## config.mk

```make
export PLATFORM = sky130hd
export DESIGN_NAME = rpu_delay
export DESIGN_NICKNAME = d
export VERILOG_FILES = /design/src/rtl/rpu_delay.sv
export SDC_FILE = /design/constraint.sdc
export NUM_CORES = 1
export LEC_CHECK = 0
export BUFFER_PORTS_ARGS = -buffer_cell sky130_fd_sc_hd__buf_2
export CAP_MARGIN = 20
export CORE_MARGIN = 2
export CORE_UTILIZATION = 25
export CTS_BUF_LIST = sky130_fd_sc_hd__clkbuf_2 sky130_fd_sc_hd__clkbuf_4 sky130_fd_sc_hd__clkbuf_8
export CTS_CLUSTER_SIZE = 28
export DETAILED_ROUTE_END_ITERATION = 16
export SYNTH_ARGS = -nofsm -noshare
export SYNTH_HDL_FRONTEND = slang
export SYNTH_SLANG_ARGS = --single-unit
```

## constraint.sdc

```tcl
create_clock -name clk -period 0.8 [get_ports clk]
set_input_delay 0.2 -clock clk [delete_from_list [all_inputs] [get_ports clk]]
set_output_delay 0.2 -clock clk [all_outputs]
set_load 0.005 [all_outputs]
```

## src/rtl/rpu_delay.sv

```systemverilog
// rpu_delay: enable-gated delay line that keeps side data aligned with the pipeline
// depends on nothing
`default_nettype none

module rpu_delay #(
	parameter int W = 64,
	parameter int D = 1
) (
	input  logic         clk,
	input  logic         en,
	input  logic [W-1:0] din,
	output logic [W-1:0] dout
);
	generate
		if (D == 0) begin : g_none
			assign dout = din;
		end else begin : g_taps
			logic [W-1:0] tap_s [D];
			always_ff @(posedge clk) begin
				if (en) begin
					tap_s[0] <= din;
					for (int i = 1; i < D; i++)
						tap_s[i] <= tap_s[i-1];
				end
			end
			assign dout = tap_s[D-1];
		end
	endgenerate
endmodule

`default_nettype wire

```

==> results by group <==
Run status
  – Status: complete, but fails checks
  – Failing checks: negative setup slack

Setup path
  – WS Path Type: reg -> out
  – CP delay by family, top: flip-flops
  – Required time of the worst setup path: 0.60 ns
  – Highest cell delay on the worst timing path: 0.38 ns
  – Endpoint class of the critical path: primary output
  – WP data arrival: 0.85 ns
  – Worst setup path start: g_taps.tap_s[0][5]
  – CP Buf/Inv Count: 1
  – Crit-path max FO: 1
  – Cell Chain, Critical Path: buf_2
  – Slowest CP cell: edfxtp_1
  – Critical Path Source Type: flip-flop

Placement
  – Port bufs: around 130
  – Dpl cells: between 200 and 300
  – Placed cell area: around 2700 sq um
  – RD Place Congestion: approximately 0.7
  – Place WS: -0.09947 ns

Finish
  – Design Area, Final: 2924 sq um
  – Area delta synth->final: 52.15%
  – Biggest regs: g_taps.tap_s: 64 flops
  – Area of the multi-input gates: 0 sq um
  – Multi-In Gates: 0
  – Biggest register: g_taps.tap_s
  – Layout cell share with drive strength beyond 1: about 69%
  – Final Core Density: ~40%
  – Non-Filler Instances: 310
  – Antenna Cells: 0
  – Max reg flops: 64
  – Net count, final: approximately 270

Power and ir drop
  – Clk network pwr share: 35.6%
  – VDD IR max: around 1.1 mV
  – Reg power frac: 56.9%
  – Net Switching: around 1.4 mW
  – Leakage: 1.251 nW
  – Total chip power: 7.104 mW
  – Combinational share of power: under 10%
  – Internal power: 5.751 mW
  – PD cells: ~2400 nW/um^2
  – Sw Ratio: a little under a fifth

Clock network
  – CTS tree: yes
  – H-tree depth: 3
  – Clock buffer depth: 2
  – CTS sink count: between 60 and 70
  – CTS resizes: 0
  – TritonCTS buffer count: 9
  – CTS Root Buffer Type: clkbuf_8
  – Post-CTS Hold Fix Bufs: 0
  – Post-CTS Setup Bufs: 0
  – Clk pin slew, worst setup/hold paths: 0.07 ns

Logic synthesis
  – Mean area per synthesized cell: 30.03 sq um
  – Cells after Synth: 64
  – Mapped Area: 1922 sq um
  – Most used DFF post-synth: edfxtp_1
  – Top-count cell post-synth: edfxtp_1
  – #FFs+latches synth: 64
  – Synth Warn #: 0
  – Fraction of registers with async set/reset: 0%
  – Yosys top cell area share: 100.0%
  – Post-Syn Nets: 130
  – Ranking of synthesized cells by area: edfxtp_1
  – Sequential share of the synthesized area: between 90% and 100%
  – Cell taking the most area after synthesis: edfxtp_1
  – Post-synth EDFFs: between 60 and 70
  – Synth top cells by count: edfxtp_1
  – Netlist cell types: 1

STA
  – Final Hold Vio Count: 0
  – Setup slack after layout: -0.2477 ns
  – Worst hold slack: between 0.04 and 0.05 ns
  – Crit share post-route: 131.0%
  – RSZ-0062 raised after global routing: true
  – Achievable Freq: about 950 MHz
  – Worst rel slew slack: approximately nine tenths
  – Crit path time final: ~1.0 ns
  – Final setup violating endpoints: between 60 and 70
  – Worst-Margin Slew: about 0.17 ns
  – Max-slew violations: 0
  – Setup TNS Final: -13.40 ns

Floorplanning
  – Initial Util: between 20% and 30%
  – Area of the core: between 7000 and 8000 sq um
  – Die area: approximately 8400 sq um
  – Top Ports: 130
  – Die width: roughly 90 um
  – Die height: around 92 um
  – Site Rows: 31

Drt
  – Drt via density: ~3.8
  – DRT Pass-1 Iters: 4
  – WL/cell: 12.78 um
  – Final ANT Viol Nets: 0
  – Starting DRT DRC Count: 41
  – Total number of vias: ~1200
  – Drt total wl: slightly below 4000 um
  – DR DRC count: 0

Global routing
  – GR Overflow Total: 0
  – Initial antenna violation count: 0
  – Global-route usage over all layers: 9.780%
  – Largest net degree at the start of global routing: 27
  – Vias in the first global route: approximately 1200
  – First-pass GRT wire length: 5954 um

Hold path
  – Hold Path Sink: g_taps.tap_s[0][23]
  – HP Class: in -> reg
  – Worst Hold Depth: 1
  – Hold_sp: din[23]

Flow run
  – Max_cap viols: 0
==> worst max-delay path by stage <==
stage                                endpoint  slack, ns  cells after the start
after detailed placement  g_taps.tap_s[0][14]       -0.1                      2
after floorplan                       dout[0]       0.24                      0
final                                 dout[5]      -0.25                      1
after global placement    g_taps.tap_s[0][17]      -0.08                      2
after global routing                 dout[42]      -0.32                      1
after CTS                            dout[42]      -0.27                      1
==> power groups by stage <==
stage | logic [mW] | registers, mW | clock network [mW]
2_1_floorplan | 0 | 4.16 | 0
3_3_place_gp | 0.544 | 4.10 | 0
3_5_place_dp | 0.544 | 4.12 | 0
4_1_cts | 0.544 | 4.05 | 2.63
5_1_grt | 0.586 | 4.06 | 2.80
6_report | 0.530 | 4.04 | 2.53
==> final cells by class <==
| cell class | instances | area, sq um |
|---|---|---|
| fillers | 701 | 4407 |
| flip-flops and latches | 64 | 1922 |
| repair buffers | 132 | 693.2 |
| clock buffers | 11 | 138.9 |
| well taps | 99 | 123.9 |
| clock inverters | 4 | 46.29 |
==> layout by cell type (no fill, tap or decap), drive strengths merged <==
cell type / netlist / layout
bufinv: 0 / 1
clkbuf: 0 / 11
edfxtp: 64 / 64
clkinv: 0 / 2
clkinvlp: 0 / 1
buf: 0 / 132
==> per-layer routing <==
| layer | vias up | wire length [um] | global-route usage, % |
|---|---|---|---|
| li1 | 545 | - | - |
| met1 | 538 | 1460 | 10.56 |
| met2 | 82 | 1983 | 15.44 |
| met3 | 4 | 481 | 5.670 |
| met4 | 0 | 36 | 4.545 |
| met5 | - | 0 | 0 |
==> logic make-up (layout without fill, tap and decap cells) <==
kind of cell,after synthesis,count (layout),share of synthesized area [%]
flops,64,64,100.0
buf+inv,0,147,0
No activity file was read; power rests on OpenSTA's default activity.
